### src/rtl/core/sdt_pkg.sv
`default_nettype none

package sdt_pkg;

  localparam int FRAC = 30;        // fraction bits of the internal Q2.30 format
  localparam int ANG_W = 16;
  localparam int MAG_W = 15;       // clamped angle magnitude, at most 180 * 128
  localparam int RAD_W = 25;
  localparam int XM_W = 32;        // radians, Q2.30, at most pi
  localparam int X2_W = 34;        // x squared, at most pi^2
  localparam int COEF_W = 28;
  localparam int F_W = 32;         // x^2 / ((2k)(2k+1)), below 2.0
  localparam int TERM_W = 34;      // term magnitude, peaks near 5.2
  localparam int ACC_W = 36;       // signed running sum
  localparam int OUT_W = 16;
  localparam int MAX_K = 20;

  localparam logic signed [ANG_W-1:0] ANGLE_LIMIT = 16'sd23040;
  localparam logic [RAD_W-1:0] RAD_PER_DEG = 25'd18740330;
  localparam logic [63:0] HALF_Q30 = 64'd1 << (FRAC - 1);
  localparam logic [XM_W-1:0] XM_MAX = 32'd3373259400;

  // round(2^30 / ((2k)(2k+1))), k = 1 .. 19; both ends unused
  localparam logic [COEF_W-1:0] COEF_TABLE [0:MAX_K] = '{
    28'd0,
    28'd178956971, 28'd53687091, 28'd25565282, 28'd14913081, 28'd9761289,
    28'd6882960,   28'd5113056,  28'd3947580,  28'd3139596,  28'd2556528,
    28'd2122019,   28'd1789570,  28'd1529547,  28'd1322342,  28'd1154561,
    28'd1016801,   28'd902304,   28'd806112,   28'd724522,
    28'd0
  };

  typedef struct packed {
    logic [TERM_W-1:0]       term;  // magnitude of the term not yet summed
    logic [F_W-1:0]          f;     // factor that makes the next term
    logic [X2_W-1:0]         x2;
    logic signed [ACC_W-1:0] acc;   // sum of all earlier terms
    logic                    neg;   // sign of the angle
  } stage_t;

endpackage

`default_nettype wire

### src/rtl/core/sdt_term_stage.sv
`default_nettype none

module sdt_term_stage import sdt_pkg::*; #(
  parameter logic [COEF_W-1:0] COEF = 28'd0,
  parameter bit ODD = 1'b0
) (
  input  wire logic   clk,
  input  wire logic   rst,
  input  wire logic   up_valid,
  input  wire stage_t up_data,
  output logic        up_ready,
  output logic        down_valid,
  output stage_t      down_data,
  input  wire logic   down_ready
);

  logic [TERM_W+F_W-1:0]   tprod;
  logic [X2_W+COEF_W-1:0]  fprod;
  logic signed [ACC_W-1:0] tsgn;
  logic                    tneg;
  stage_t                  nxt;

  // Advance the term and prepare the factor for the following stage.
  assign tprod = (TERM_W+F_W)'(up_data.term) * (TERM_W+F_W)'(up_data.f)
               + (TERM_W+F_W)'(HALF_Q30);
  assign fprod = (X2_W+COEF_W)'(up_data.x2) * (X2_W+COEF_W)'(COEF)
               + (X2_W+COEF_W)'(HALF_Q30);
  assign tneg = up_data.neg ^ ODD;
  assign tsgn = $signed({{(ACC_W-TERM_W){1'b0}}, up_data.term});

  always_comb begin
    nxt.term = tprod[FRAC+TERM_W-1:FRAC];
    nxt.f = fprod[FRAC+F_W-1:FRAC];
    nxt.x2 = up_data.x2;
    nxt.acc = tneg ? up_data.acc - tsgn : up_data.acc + tsgn;
    nxt.neg = up_data.neg;
  end

  assign up_ready = !down_valid || down_ready;

  always_ff @(posedge clk) begin
    if (rst) begin
      down_valid <= 1'b0;
    end else if (up_ready) begin
      down_valid <= up_valid;
    end
  end

  always_ff @(posedge clk) begin
    if (up_ready && up_valid) begin
      down_data <= nxt;
    end
  end

endmodule

`default_nettype wire

### config.mk
export PLATFORM = sky130hd
export DESIGN_NAME = sdt_term_stage
export DESIGN_NICKNAME = d
export VERILOG_FILES = /design/src/rtl/core/sdt_pkg.sv /design/src/rtl/core/sdt_term_stage.sv
export SDC_FILE = /design/constraint.sdc
export NUM_CORES = 2
export LEC_CHECK = 0
export ABC_AREA = 1
export ABC_CLOCK_PERIOD_IN_PS = 14290
export BUFFER_PORTS_ARGS = -buffer_cell sky130_fd_sc_hd__buf_2
export CORE_MARGIN = 5
export CORE_UTILIZATION = 55
export CTS_CLUSTER_SIZE = 24
export DETAILED_ROUTE_END_ITERATION = 8
export PLACE_DENSITY = 0.74
export SLEW_MARGIN = 15
export SYNTH_ARGS = -nofsm -noshare
export SYNTH_HDL_FRONTEND = slang
export SYNTH_SLANG_ARGS = --single-unit
export TNS_END_PERCENT = 10
### constraint.sdc
create_clock -name clk -period 14.29 [get_ports clk]
set_input_delay 2.1435 -clock clk [delete_from_list [all_inputs] [get_ports clk]]
set_output_delay 2.1435 -clock clk [all_outputs]
set_load 0.02 [all_outputs]
; After elaboration in Yosys (flattened, before gate mapping)
; Cells that the tools add are included.
[op_classes]
n_addsub = 3
multipliers = 1
n_mux = 1
reduce_logical = 3
[ops]
columns = op, n
row1 = $add A64 B30 Y64 const B, 1
row2 = $mul A34 B32 Y64, 1
row3 = $add A36 B35 Y36, 1
row4 = $mux W36, 1
row5 = $sub A36 B35 Y36, 1
row6 = $logic_and A1 B1 Y1, 1
row7 = $logic_not A1 Y1, 1
row8 = $logic_or A1 B1 Y1, 1
[totals]
ff_bits = 106
output_inout_bits = 139
elab_cells = 13

; Depth between registers and ports, before layout
[logic_depth]
depth_word = 3
ltp_mapped = 31

; Least setup slack after synthesis
; OpenSTA, ideal clock, no wires.
[synth_path]
path_type = input to register
startpoint = input port up_data[131] (netlist bit)
endpoint = register down_data[123] (netlist bit) (data pin)
t_arrival_ps = 8161
slack_ps = 5877
stages = 26
path_buffers = 2
cell_sequence = clkbuf_1 > clkbuf_1 > nand2_1 > fa_1 > inv_1 > fa_1 > fa_1 > inv_1 > fa_1 > inv_1 > fa_1 > fa_1 > fa_1 > inv_1 > fa_1 > inv_1 > ha_1 > nand2_1 > nor2_1 > inv_2 > nor2_1 > nand2_1 > nor4_1 > nand2_1 > nand3_1 > nand2_1
[synth_rtl]
columns = element, line
row1 = from (decl), sdt_term_stage.sv:10  ; input wire stage_t up_data,
row2 = to (signal assigned), sdt_term_stage.sv:51  ; down_data <= nxt;
row3 = to (decl), sdt_term_stage.sv:13  ; output stage_t down_data,

==> impl_results.md <==
- Status: finished clean
- Clk pin slew, worst setup/hold paths: roughly 0.080 ns
- Final Slew Violations: 0
- Initial antenna violation count: 0
- Worst setup EP type: flop
- Reg2reg setup slack: roughly 13 ns
- Ys Warns: 0
- Vias: between 30000 and 40000
- Startpoint Class: primary input
- Avg Cell Area, Syn: 7.654 um^2
- Core Region: 78740 um^2
- RR Startpoint: down_valid
- Worst slew pin tran: approximately 1 ns
- RSZ-0062 raised after global routing: false
- Final Instance Area: about 45000 um^2
- Critical path's largest stage delay: slightly below 0.7 ns
- Dominant synthesized flop cell: edfxtp_1
- Post-CTS Setup Bufs: 0
- Yosys top cell area share: between 40% and 50%
- Final Critical Period: just over 9 ns
- Commonest non-fill, non-tap cells in the layout: inv_1 (1678), nand2_1 (1655), fa_1 (957), ha_1 (309), buf_2 (247)
- Max Cap Violations: 0
- Commonest non-fill, non-tap cell in the layout: inv_1
- Max-slew headroom: approximately 33%
- First-pass DRT Iterations: 6
- TritonCTS clock tree: done
- Crit path from: up_data[128]
- Pin count of the biggest net entering global routing: just under 60
- Num ports: 280
- Area Growth Syn to Fin: 4.119%
- Required @ worst endpoint: ~14 ns
- First-pass GRT wire length: roughly 200000 um
- Fin crit share: between 60% and 70%
- Max H-tree Level: 3
- Netlist cell types: 44
- Post-synthesis sequential area ratio: approximately 7.3%
- Drt initial violations: about 2800
- Cells after Synth: 5691
- Synth area leaders: fa_1 (44%), inv_1 (14%), nand2_1 (14%)
- Post_cts resized: 0
- Vias/cell: 5.182
- Worst-skew pair later-pin latency: ~0.4 ns
- Most used cell along the critical path: fa_1
- Port buffer count: around 250
- Vias in the first global route: 37610
- Die height: 291.4 um
- Clock Path Buffers: 2
- CP arrival: 9.28 ns
- Clk_skew: 0.01153 ns
- CTS Buf Count: 9
- RePlAce Congestion: approximately 0.95
- CTS Sinks: about 110
- Share of cells above drive strength 1: around 5.3%
- Worst r2r path cells: 2
- Number of setup violations in the final report: 0
- DPL Wire Length: just under 100000 um
- Worst reg2reg endpoint: down_data[123]
- Fmax: between 100 and 150 MHz
- Netlist Area Pre-Place: around 44000 um^2
- Critical Path Slowest Stage Cell: buf_2
- Total Neg Setup Slack: 0 ns
- Area leader, netlist: fa_1
- EDFF count, synth: about 110
- Rows: about 100
- CP Capture Point: down_data[134]
- Die area: around 85000 um^2
- Max FO, Critical Path: 35
- Post-CTS Hold Fix Bufs: 0
- Drt total wl: between 100000 and 150000 um
- Final-report hold violation count: 0
- GRT Resource Usage Total: just under 30%
- Post-DP Area: roughly 45000 um^2
- Final ANT Viol Nets: 0
- Starting Density: a little under three fifths
- Die X: slightly below 300 um
- Synth Register Bits: ~110
- WL per Instance: 18.01 um
- Nets: slightly above 7000
- Clock Tree Root: clkbuf_16
- Synth async-reset ratio: 0%
- GR Overflow Total: 0
- Number of remaining DRC errors: 0
- Worst Hold Class: flop to flop
- Crit path kind: primary input to flop
synth_stat cells, types with 3 or more instances:
cell	number
o21bai_1	16
clkbuf_1	251
xnor2_1	19
nand3_1	71
buf_4	32
xor2_1	48
a21o_1	6
buf_2	7
o21ai_0	70
inv_2	11
nand4_1	16
a21oi_1	120
a31oi_1	8
nor3_1	23
o31ai_1	3
nand3b_1	6
nand2_1	1655
o21a_1	3
nor2_4	3
nor4_1	5
inv_1	1678
buf_1	9
fa_1	957
edfxtp_1	105
nor2_1	229
o21ai_1	9
ha_1	309
how the worst min path moves through the flow:
stage,start,to,slack (ns),cells after the start
global route,down_valid,down_valid,0.58,2
global placement,down_valid,down_valid,0.52,2
finish,down_valid,down_valid,0.55,2
detailed placement,down_valid,down_valid,0.54,2
floorplan,down_valid,down_valid,0.71,2
CTS,down_valid,down_valid,0.55,2
sequential cells by signal (all words and copies together) (netlist names):
signal	cells
down_valid	1
down_data	105
worst max-delay path, delay by kind of cell:
kind,cells,cell delay [ns]
adders and majority gates,9,4.57
buffers and inverters,7,1.11
and+or+nand+nor,9,1.42
kinds of logic (layout without fill, tap and decap cells):
kind of cell,count (synthesis),after routing,synth area share (%)
other,1,33,0.008609
AND/OR/NAND/NOR,2021,2021,18.07
flip-flops,106,106,7.284
adder cells (fa/ha/maj),1266,1266,52.86
AO/OA/AOI/OAI,240,240,2.973
XOR/XNOR,67,67,1.347
buffers and inverters,1990,1965,17.46
through the flow:
| stage | hold WS, ns | instances | setup WS, ns | util [%] |
|---|---|---|---|---|
| CTS | 0.5492 | 6747 | 5.318 | 57.60 |
| global route | 0.5820 | 6747 | 4.914 | 57.60 |
| floorplan | 0.7055 | 5722 | 5.877 | - |
| finish | 0.5511 | 6748 | 5.176 | 57.60 |
| detailed placement | 0.5375 | 6731 | 4.887 | 57.23 |
| global placement | 0.5155 | 6731 | 4.911 | 57.23 |
layout make-up:
cell class | count | area, um^2
tap | 1050 | 1314
sequential | 106 | 3173
multi-input combinational | 3626 | 32910
timing repair buffer | 259 | 1326
inverter | 1690 | 6344
clock buffer | 10 | 229.0
antenna | 1 | 2.502
fill | 7255 | 33390
clock inverter | 6 | 57.56
per-layer routing:
layer | vias to the layer above | track usage (%) | wire [um]
met1 | 17190 | 40.41 | 49540
met4 | 0 | 7.366 | 3148
met2 | 1607 | 48.36 | 57260
li1 | 15940 | - | -
met3 | 228 | 6.012 | 11570
met5 | - | 0 | 0
Power is not shown: default switching activity piles up to over one toggle a cycle in this logic, so the estimate is an artifact.
